--- src/rtl/qsu_pkg.sv ---
// ----------------------------------------------------------------------------
// qsu_pkg: shared types and constants for the quoted string unescaper
// Decode modes, result kinds, the queue entry format and the hex helper.
// ----------------------------------------------------------------------------
package qsu_pkg;

  typedef enum logic [1:0] {
    CMD_BODY  = 2'd0,
    CMD_START = 2'd1,
    CMD_END   = 2'd2,
    CMD_RSVD  = 2'd3
  } cmd_e;

  typedef enum logic [2:0] {
    MODE_IDLE = 3'd0,
    MODE_BODY = 3'd1,
    MODE_ESC  = 3'd2,
    MODE_HEX0 = 3'd3,
    MODE_HEX1 = 3'd4,
    MODE_HEX2 = 3'd5,
    MODE_HEX3 = 3'd6
  } mode_e;

  typedef enum logic [2:0] {
    ERR_NONE      = 3'd0,
    ERR_UNTERM    = 3'd1,
    ERR_ESC_END   = 3'd2,
    ERR_BAD_ESC   = 3'd3,
    ERR_BAD_HEX   = 3'd4
  } err_e;

  localparam logic [7:0] CH_DQUOTE    = 8'h22;
  localparam logic [7:0] CH_APOS      = 8'h27;
  localparam logic [7:0] CH_BACKSLASH = 8'h5C;
  localparam logic [7:0] CH_SLASH     = 8'h2F;
  localparam logic [7:0] CH_B         = 8'h62;
  localparam logic [7:0] CH_F         = 8'h66;
  localparam logic [7:0] CH_N         = 8'h6E;
  localparam logic [7:0] CH_R         = 8'h72;
  localparam logic [7:0] CH_T         = 8'h74;
  localparam logic [7:0] CH_U         = 8'h75;

  localparam logic [7:0] CTL_BS  = 8'h08;
  localparam logic [7:0] CTL_FF  = 8'h0C;
  localparam logic [7:0] CTL_LF  = 8'h0A;
  localparam logic [7:0] CTL_CR  = 8'h0D;
  localparam logic [7:0] CTL_TAB = 8'h09;

  localparam logic [15:0] UTF8_MAX1 = 16'h007F;
  localparam logic [15:0] UTF8_MAX2 = 16'h07FF;

  localparam int unsigned QUEUE_DEPTH = 4;
  localparam int unsigned QPTR_W      = $clog2(QUEUE_DEPTH);
  localparam int unsigned QCNT_W      = $clog2(QUEUE_DEPTH + 1);

  // One queue entry holds every result caused by one input item.
  typedef struct packed {
    logic [7:0] b0;
    logic [7:0] b1;
    logic [7:0] b2;
    logic [1:0] last_idx;  // index of the final result in this entry
    logic       closed;
    err_e       err;
  } qsu_entry_t;

  typedef struct packed {
    logic full;
    logic not_empty;
  } qsu_qstat_t;

  // Returns {invalid, value} for one ASCII hex digit.
  function automatic logic [4:0] hex_digit(input logic [7:0] c);
    logic [4:0] r;
    r = 5'h10;
    if (c >= 8'h30 && c <= 8'h39) begin
      r = {1'b0, 4'(c - 8'h30)};
    end else if (c >= 8'h61 && c <= 8'h66) begin
      r = {1'b0, 4'(c - 8'h57)};
    end else if (c >= 8'h41 && c <= 8'h46) begin
      r = {1'b0, 4'(c - 8'h37)};
    end
    return r;
  endfunction

endpackage

--- src/rtl/quoted_string_unescape_utf8_core.sv ---
// Path: each result is registered in the entry queue and then in the output
//   stage before it appears on the master side.
// Throughput: one request per cycle while the queue is not full; results leave
//   one at a time, and a \uXXXX escape yields up to three of them.
// Reset: rst_ni clears the decode state, the queue and the output stage; no
//   string is open afterwards.
// ----------------------------------------------------------------------------
// quoted_string_unescape_utf8_core: quoted string literal decoder
// Decodes a quoted string one text byte per request, resolving backslash
// escapes and \uXXXX escapes into UTF-8, and reports malformed input.
// ----------------------------------------------------------------------------
module quoted_string_unescape_utf8_core import qsu_pkg::*; (
  input  logic       clk_i,
  input  logic       rst_ni,
  // Request side.
  input  logic       s_axis_tvalid,
  output logic       s_axis_tready,
  input  logic [7:0] s_axis_tdata,   // [7:0] data_byte
  input  logic [1:0] s_axis_tuser,   // [1:0] command
  // Result side.
  output logic       m_axis_tvalid,
  input  logic       m_axis_tready,
  output logic [7:0] m_axis_tdata,   // [7:0] out_byte
  output logic [4:0] m_axis_tuser,   // [0] byte_valid, [1] closed, [4:2] error_code
  output logic       m_axis_tlast    // last result caused by one request
);

  qsu_entry_t push_entry, head_entry;
  qsu_qstat_t qstat;
  logic       push, pop, accept;
  logic       byte_valid, closed;
  err_e       err;

  // The front end stalls only when the queue is full; the serialiser drains
  // it independently, so the output side may stall without blocking input
  // until four entries have piled up.
  assign s_axis_tready = !qstat.full;
  assign accept        = s_axis_tvalid && s_axis_tready;

  qsu_front u_front (
    .clk_i    (clk_i),
    .rst_ni   (rst_ni),
    .accept_i (accept),
    .cmd_i    (cmd_e'(s_axis_tuser)),
    .data_i   (s_axis_tdata),
    .push_o   (push),
    .entry_o  (push_entry)
  );

  qsu_queue u_queue (
    .clk_i   (clk_i),
    .rst_ni  (rst_ni),
    .push_i  (push),
    .entry_i (push_entry),
    .pop_i   (pop),
    .entry_o (head_entry),
    .stat_o  (qstat)
  );

  qsu_back u_back (
    .clk_i        (clk_i),
    .rst_ni       (rst_ni),
    .entry_i      (head_entry),
    .stat_i       (qstat),
    .pop_o        (pop),
    .ready_i      (m_axis_tready),
    .valid_o      (m_axis_tvalid),
    .byte_o       (m_axis_tdata),
    .byte_valid_o (byte_valid),
    .closed_o     (closed),
    .err_o        (err),
    .last_o       (m_axis_tlast)
  );

  // Close and error results carry a zero byte, which the entry already holds.
  assign m_axis_tuser = {err, closed, byte_valid};

endmodule

--- src/rtl/qsu_front.sv ---
// ----------------------------------------------------------------------------
// qsu_front: input decoder
// Tracks the string state one byte per cycle while requests are accepted and
// builds one queue entry for every input byte that produces results.
// ----------------------------------------------------------------------------
module qsu_front import qsu_pkg::*; (
  input  logic       clk_i,
  input  logic       rst_ni,
  input  logic       accept_i,
  input  cmd_e       cmd_i,
  input  logic [7:0] data_i,
  output logic       push_o,
  output qsu_entry_t entry_o
);

  mode_e       mode_q, mode_d;
  logic        dquote_q, dquote_d;
  logic [11:0] acc_q, acc_d;
  logic [4:0]  dig;
  logic [15:0] code;
  logic [7:0]  quote_ch;

  always_comb begin
    mode_d   = mode_q;
    dquote_d = dquote_q;
    acc_d    = acc_q;
    push_o   = 1'b0;
    entry_o  = '{b0: 8'h00, b1: 8'h00, b2: 8'h00, last_idx: 2'd0,
                 closed: 1'b0, err: ERR_NONE};
    dig      = hex_digit(data_i);
    code     = {acc_q, dig[3:0]};
    quote_ch = dquote_q ? CH_DQUOTE : CH_APOS;

    if (cmd_i == CMD_START) begin
      dquote_d = (data_i == CH_DQUOTE);
      mode_d   = MODE_BODY;
      acc_d    = '0;
    end else if (cmd_i == CMD_RSVD || mode_q == MODE_IDLE) begin
      // Nothing happens.
    end else if (cmd_i == CMD_END) begin
      push_o = 1'b1;
      mode_d = MODE_IDLE;
      acc_d  = '0;
      case (mode_q)
        MODE_BODY: entry_o.err = ERR_UNTERM;
        MODE_ESC:  entry_o.err = ERR_ESC_END;
        default:   entry_o.err = ERR_BAD_HEX;
      endcase
    end else begin
      case (mode_q)
        MODE_BODY: begin
          if (data_i == quote_ch) begin
            mode_d         = MODE_IDLE;
            push_o         = 1'b1;
            entry_o.closed = 1'b1;
          end else if (data_i == CH_BACKSLASH) begin
            mode_d = MODE_ESC;
          end else begin
            push_o     = 1'b1;
            entry_o.b0 = data_i;
          end
        end
        MODE_ESC: begin
          mode_d = MODE_BODY;
          push_o = 1'b1;
          case (data_i)
            CH_DQUOTE, CH_APOS, CH_BACKSLASH, CH_SLASH: entry_o.b0 = data_i;
            CH_B: entry_o.b0 = CTL_BS;
            CH_F: entry_o.b0 = CTL_FF;
            CH_N: entry_o.b0 = CTL_LF;
            CH_R: entry_o.b0 = CTL_CR;
            CH_T: entry_o.b0 = CTL_TAB;
            CH_U: begin
              push_o = 1'b0;
              mode_d = MODE_HEX0;
              acc_d  = '0;
            end
            default: begin
              mode_d      = MODE_IDLE;
              acc_d       = '0;
              entry_o.err = ERR_BAD_ESC;
            end
          endcase
        end
        MODE_HEX0, MODE_HEX1, MODE_HEX2: begin
          if (dig[4]) begin
            push_o      = 1'b1;
            mode_d      = MODE_IDLE;
            acc_d       = '0;
            entry_o.err = ERR_BAD_HEX;
          end else begin
            acc_d  = {acc_q[7:0], dig[3:0]};
            mode_d = mode_e'(mode_q + 3'd1);
          end
        end
        MODE_HEX3: begin
          push_o = 1'b1;
          acc_d  = '0;
          if (dig[4]) begin
            mode_d      = MODE_IDLE;
            entry_o.err = ERR_BAD_HEX;
          end else begin
            mode_d = MODE_BODY;
            if (code <= UTF8_MAX1) begin
              entry_o.b0 = code[7:0];
            end else if (code <= UTF8_MAX2) begin
              entry_o.b0       = {3'b110, code[10:6]};
              entry_o.b1       = {2'b10, code[5:0]};
              entry_o.last_idx = 2'd1;
            end else begin
              entry_o.b0       = {4'b1110, code[15:12]};
              entry_o.b1       = {2'b10, code[11:6]};
              entry_o.b2       = {2'b10, code[5:0]};
              entry_o.last_idx = 2'd2;
            end
          end
        end
        default: begin
          mode_d = MODE_IDLE;
          acc_d  = '0;
        end
      endcase
    end

    if (!accept_i) begin
      mode_d   = mode_q;
      dquote_d = dquote_q;
      acc_d    = acc_q;
      push_o   = 1'b0;
    end
  end

  always_ff @(posedge clk_i or negedge rst_ni) begin
    if (!rst_ni) begin
      mode_q   <= MODE_IDLE;
      dquote_q <= 1'b0;
      acc_q    <= '0;
    end else begin
      mode_q   <= mode_d;
      dquote_q <= dquote_d;
      acc_q    <= acc_d;
    end
  end

endmodule

--- src/rtl/qsu_queue.sv ---
// ----------------------------------------------------------------------------
// qsu_queue: short entry queue
// Decouples the decoder from the output serialiser.
// ----------------------------------------------------------------------------
module qsu_queue import qsu_pkg::*; (
  input  logic       clk_i,
  input  logic       rst_ni,
  input  logic       push_i,
  input  qsu_entry_t entry_i,
  input  logic       pop_i,
  output qsu_entry_t entry_o,
  output qsu_qstat_t stat_o
);

  qsu_entry_t          store_q [QUEUE_DEPTH];
  logic [QPTR_W-1:0]   wr_ptr_q, rd_ptr_q;
  logic [QCNT_W-1:0]   cnt_q;

  assign entry_o          = store_q[rd_ptr_q];
  assign stat_o.full      = (cnt_q == QCNT_W'(QUEUE_DEPTH));
  assign stat_o.not_empty = (cnt_q != '0);

  always_ff @(posedge clk_i) begin
    if (push_i) begin
      store_q[wr_ptr_q] <= entry_i;
    end
  end

  always_ff @(posedge clk_i or negedge rst_ni) begin
    if (!rst_ni) begin
      wr_ptr_q <= '0;
      rd_ptr_q <= '0;
      cnt_q    <= '0;
    end else begin
      if (push_i) begin
        wr_ptr_q <= wr_ptr_q + QPTR_W'(1);
      end
      if (pop_i) begin
        rd_ptr_q <= rd_ptr_q + QPTR_W'(1);
      end
      case ({push_i, pop_i})
        2'b10:   cnt_q <= cnt_q + QCNT_W'(1);
        2'b01:   cnt_q <= cnt_q - QCNT_W'(1);
        default: cnt_q <= cnt_q;
      endcase
    end
  end

endmodule

--- src/rtl/qsu_back.sv ---
// ----------------------------------------------------------------------------
// qsu_back: output serialiser
// Holds one entry and presents its one to three results in turn.
// ----------------------------------------------------------------------------
module qsu_back import qsu_pkg::*; (
  input  logic       clk_i,
  input  logic       rst_ni,
  input  qsu_entry_t entry_i,
  input  qsu_qstat_t stat_i,
  output logic       pop_o,
  input  logic       ready_i,
  output logic       valid_o,
  output logic [7:0] byte_o,
  output logic       byte_valid_o,
  output logic       closed_o,
  output err_e       err_o,
  output logic       last_o
);

  qsu_entry_t cur_q;
  logic       cur_valid_q;
  logic [1:0] idx_q;

  assign valid_o      = cur_valid_q;
  assign last_o       = (idx_q == cur_q.last_idx);
  assign closed_o     = cur_q.closed;
  assign err_o        = cur_q.err;
  assign byte_valid_o = !cur_q.closed && (cur_q.err == ERR_NONE);
  assign pop_o        = stat_i.not_empty && (!cur_valid_q || (ready_i && last_o));

  always_comb begin
    case (idx_q)
      2'd0:    byte_o = cur_q.b0;
      2'd1:    byte_o = cur_q.b1;
      default: byte_o = cur_q.b2;
    endcase
  end

  always_ff @(posedge clk_i) begin
    if (pop_o) begin
      cur_q <= entry_i;
    end
  end

  always_ff @(posedge clk_i or negedge rst_ni) begin
    if (!rst_ni) begin
      cur_valid_q <= 1'b0;
      idx_q       <= '0;
    end else if (pop_o) begin
      cur_valid_q <= 1'b1;
      idx_q       <= '0;
    end else if (cur_valid_q && ready_i) begin
      if (last_o) begin
        cur_valid_q <= 1'b0;
        idx_q       <= '0;
      end else begin
        idx_q <= idx_q + 2'd1;
      end
    end
  end

endmodule

--- config.mk ---
export PLATFORM = sky130hd
export DESIGN_NAME = quoted_string_unescape_utf8_core
export DESIGN_NICKNAME = d
export VERILOG_FILES = /design/src/rtl/qsu_pkg.sv /design/src/rtl/quoted_string_unescape_utf8_core.sv /design/src/rtl/qsu_front.sv /design/src/rtl/qsu_queue.sv /design/src/rtl/qsu_back.sv
export SDC_FILE = /design/constraint.sdc
export NUM_CORES = 1
export LEC_CHECK = 0
export CELL_PAD_IN_SITES_DETAIL_PLACEMENT = 1
export CELL_PAD_IN_SITES_GLOBAL_PLACEMENT = 1
export CORE_MARGIN = 2
export CORE_UTILIZATION = 35
export DETAILED_ROUTE_END_ITERATION = 8
export DONT_BUFFER_PORTS = 1
export PLACE_DENSITY = 0.67
export SYNTH_ARGS = -nofsm -noshare
export SYNTH_HDL_FRONTEND = slang
export SYNTH_SLANG_ARGS = --single-unit
--- constraint.sdc ---
create_clock -name clk_i -period 8.05 [get_ports clk_i]
set_clock_uncertainty 0.05 [all_clocks]
set_input_delay 1.61 -clock clk_i [delete_from_list [all_inputs] [get_ports clk_i]]
set_output_delay 1.61 -clock clk_i [all_outputs]
set_load 0.02 [all_outputs]
==> impl_metrics.json <==
{
  "status": "finished, final reports clean",
  "min_period_ns": 4.06,
  "clkSinkCount": 161,
  "r2r_start": "u_back.cur_q[13]$_DFFE_PP_",
  "min_path_type": "flip-flop to flip-flop",
  "cts_resized": 0,
  "viasPerCell": 5.23,
  "start_util_pct": 35.4,
  "p_leak_nw": 2.72,
  "slew_viol_final": 0,
  "synth_mux_area_share_pct": 10.9,
  "synth_cell_type_count": 70,
  "drcViolationCount": 0,
  "post_cts_buffers": 0,
  "fill_cells": 2152,
  "avgSynthCellArea_sq_um": 14.5,
  "place_ws_ns": 3.52,
  "io_buffers": 0,
  "finalSetupViolations": 0,
  "grt_start_max_net_pins": 31,
  "grt-ovfl-total": 0,
  "end_kind": "flip-flop",
  "fin_nets": 547,
  "synth_edf_count": 135,
  "root_buffer": "clkbuf_16",
  "setup_ws_ns": 3.99,
  "hold_start": "u_queue.cnt_q[2]$_DFFE_PN0P_",
  "irDropWorstVdd_mv": 0.134,
  "wl_per_cell_um": 20.7,
  "ys_seq_area_share_pct": 63.6,
  "dp_cells": 770,
  "cts_tree": "built",
  "slowest_stage": "fa_1",
  "drv_cap": 0,
  "finalHoldViolCount": 0,
  "antenna_found_initial": 0,
  "numCtsBuffers": 17,
  "multi_input_area_sq_mm": 0.00245,
  "worst_pin_slew_ns": 0.975,
  "layout-drive-gt1-share_pct": 17.1,
  "rsz0062_at_grt": "no",
  "r2r_end": "u_queue.cnt_q[2]$_DFFE_PN0P_",
  "synth_fp_nets": 545,
  "reg2reg_slack_ns": 5.06,
  "crit_arrival_ns": 4.33,
  "fp.dieH_um": 149,
  "place_congestion": 0.888,
  "synth_cells": 512,
  "postCtsHoldBufs": 0,
  "synth_xor_xnor_area_share_pct": 1.07,
  "yosys.area_share.simple_pct": 10.7,
  "finalCritPeriodShare_pct": 50.4,
  "drt_iter0_markers": 221,
  "grt.total_usage_pct": 15.8,
  "vias": 4193,
  "syn2layout_area_growth_pct": 11.0,
  "routed_wl_um": 16600,
  "synthArstFlopShare_pct": 16.1,
  "core_sq_mm": 0.0209,
  "relSlewSlack_pct": 35.0,
  "synth_top_family_by_area": "multiplexers",
  "cp.depth": 12,
  "cts_buffer_depth": 2,
  "grt_pass1_wl_um": 26400,
  "cpMostUsedCell": "inv_1",
  "instances_no_fill": 802,
  "cp.required_ns": 8.33,
  "ant_nets": 0,
  "p_per_area_mw_per_mm2": 300,
  "placementRows": 53,
  "ys.flop_type": "edfxtp_1",
  "regArea_sq_mm": 0.00471,
  "max_freq_mhz": 247,
  "synthAdderAreaFrac_pct": 3.31,
  "critPathMaxFanout": 10,
  "synth_area_sq_mm": 0.00740,
  "finalSetupTns_ns": 0,
  "die_x_um": 149,
  "ios": 30,
  "diodes": 0,
  "htree_levels": 4,
  "grt_pass1_vias": 4595,
  "worstSetupPathType": "primary input to flip-flop",
  "crit_start": "s_axis_tdata[0]",
  "hpwlAfterDp_um": 11400,
  "slowest_delay_ns": 0.41,
  "die_area_sq_mm": 0.0223,
  "dr.pass1.iters": 5,
  "ys_warn_count": 0,
  "p_total_mw": 2.46,
  "crit_end": "u_queue.cnt_q[1]$_DFFE_PN0P_",
  "clock_latency_ns": 0.42,
  "startpoint_type": "primary input",
  "clkTransAtPathRegs_ns": 0.06,
  "crit_family": "simple AND/OR/NAND/NOR gates",
  "ys_ff_latch": 161,
  "crit_buf_inv": 3,
  "r2r_cells": 11,
  "path_cells": "inv_1 > ha_1 > or3b_1 > and4_1 > nor2_2 > nand2_1 > a31oi_2 > inv_1 > ha_1 > inv_1 > fa_1 > o21ai_0",
  "synth_compound_area_share_pct": 6.90
}
==> where the power goes <==
group	internal [mW]	switching, mW	leakage (nW)	total, mW
Clock	0.456	0.307	0.261	0.764
Combinational	0.240	0.339	0.945	0.579
Sequential	1.02	0.0956	1.51	1.12
Total	1.72	0.741	2.72	2.46
==> cell usage in the layout, fill, tap and decap left out, drive strengths merged, types with 2 or more instances in the layout <==
| cell | count |
|---|---|
| xnor2 | 3 |
| o21ai | 17 |
| a21oi | 16 |
| mux4 | 27 |
| clkinv | 5 |
| nor4 | 4 |
| dfrtp | 26 |
| nand2 | 55 |
| xor2 | 6 |
| nor2 | 31 |
| bufinv | 2 |
| and3 | 3 |
| o221ai | 3 |
| o2111ai | 2 |
| inv | 30 |
| and2 | 12 |
| edfxtp | 135 |
| or3 | 2 |
| o211ai | 2 |
| a31oi | 4 |
| clkinvlp | 3 |
| nor3b | 4 |
| clkbuf | 23 |
| or2 | 3 |
| o22ai | 5 |
| nor3 | 11 |
| nand3b | 3 |
| nand2b | 2 |
| nor2b | 5 |
| ha | 18 |
| a22oi | 10 |
| nand3 | 10 |
| o21bai | 2 |
| buf | 6 |
| mux2i | 10 |
| mux2 | 8 |
==> cells in the mapped netlist, types with 2 or more instances <==
library cell,count,share of area [%]
and3_1,2,0.17
nor4_1,3,0.25
nor3b_1,4,0.41
o21ai_0,12,0.81
buf_2,2,0.14
mux2i_1,10,1.4
a22oi_1,10,1.0
nand2b_1,2,0.17
mux4_2,27,8.2
nor2b_1,5,0.42
a21oi_1,15,1.0
o22ai_1,2,0.17
xor2_1,6,0.71
buf_4,8,0.81
a31oi_1,3,0.25
nand3b_1,3,0.30
and2_1,12,1.0
clkbuf_1,8,0.41
o211ai_1,2,0.20
mux2_4,3,0.61
nand3_1,8,0.54
nor2_2,2,0.17
or2_2,3,0.25
inv_1,29,1.5
nor3_1,11,0.74
xnor2_1,3,0.36
buf_1,3,0.15
ha_1,18,3.0
o21bai_1,2,0.20
nand2_1,54,2.7
nor2_1,29,1.5
o22ai_2,3,0.51
dfrtp_1,26,8.8
o21ai_1,5,0.34
o221ai_1,3,0.36
o2111ai_1,2,0.24
edfxtp_1,135,55
mux2_2,5,0.76
==> logic make-up after synthesis <==
family	Yosys count
simple gates	152
buf+inv	54
fa+ha+maj	19
mux	45
compound gates	72
flops	161
xor+xnor	9
==> worst register-to-register path, delay by kind of cell, from the launching register on <==
kind	cells	cell delay [ns]
and+or+nand+nor	3	0.72
AOI/OAI and AO/OA	1	0.17
xor gates and xnor gates	3	0.49
adders and majority gates	2	0.64
DFF	1	0.41
buffers and inverters	2	0.45
==> area by class of cell <==
type / instances / share of cell area [%]
timing repair buffer: 6 / 0.548
tap: 275 / 4.19
multi-input combinational: 297 / 29.8
clock inverter: 9 / 1.34
clock buffer: 23 / 5.45
sequential: 161 / 57.3
inverter: 31 / 1.43
==> through the flow <==
| step | util, % | hold WS (ns) | instance area, sq um |
|---|---|---|---|
| finish | 39.3 | 0.455 | 8220 |
| global route | 39.3 | 0.499 | 8220 |
| CTS | 39.3 | 0.461 | 8220 |
| detailed placement | 36.7 | 0.454 | 7660 |
| global placement | 36.7 | 0.432 | 7660 |
| floorplan | - | 0.399 | 7400 |
==> sequential cells by signal, indices dropped and copies added, names as in the netlist, 2 cells and up <==
signal            count
u_queue.store_q     108
u_queue.wr_ptr_q      2
u_back.cur_q         23
u_front.acc_q        12
u_queue.cnt_q         3
u_back.idx_q          2
u_front.mode_q        3
u_queue.rd_ptr_q      2
u_back.err_o          3
==> worst min path at each step <==
| stage | depth (start not counted) | to | slack, ns |
|---|---|---|---|
| 2_1_floorplan | 2 | u_front.dquote_q$_DFFE_PN0P_ | 0.40 |
| 3_3_place_gp | 1 | u_queue.cnt_q[2]$_DFFE_PN0P_ | 0.43 |
| 3_5_place_dp | 1 | u_queue.cnt_q[2]$_DFFE_PN0P_ | 0.45 |
| 4_1_cts | 1 | u_queue.cnt_q[2]$_DFFE_PN0P_ | 0.46 |
| 5_1_grt | 1 | u_queue.cnt_q[2]$_DFFE_PN0P_ | 0.50 |
| 6_report | 1 | u_queue.cnt_q[2]$_DFFE_PN0P_ | 0.46 |
==> routing by layer <==
layer / GRT usage [%] / wire [um] / share of wire [%]
met5: 0 / 0 / 0
met4: 4.81 / 142 / 0.86
met3: 3.38 / 483 / 2.9
met2: 26.8 / 8350 / 50
met1: 20.3 / 7600 / 46
Note: power is estimated with default switching activity, not from simulation.
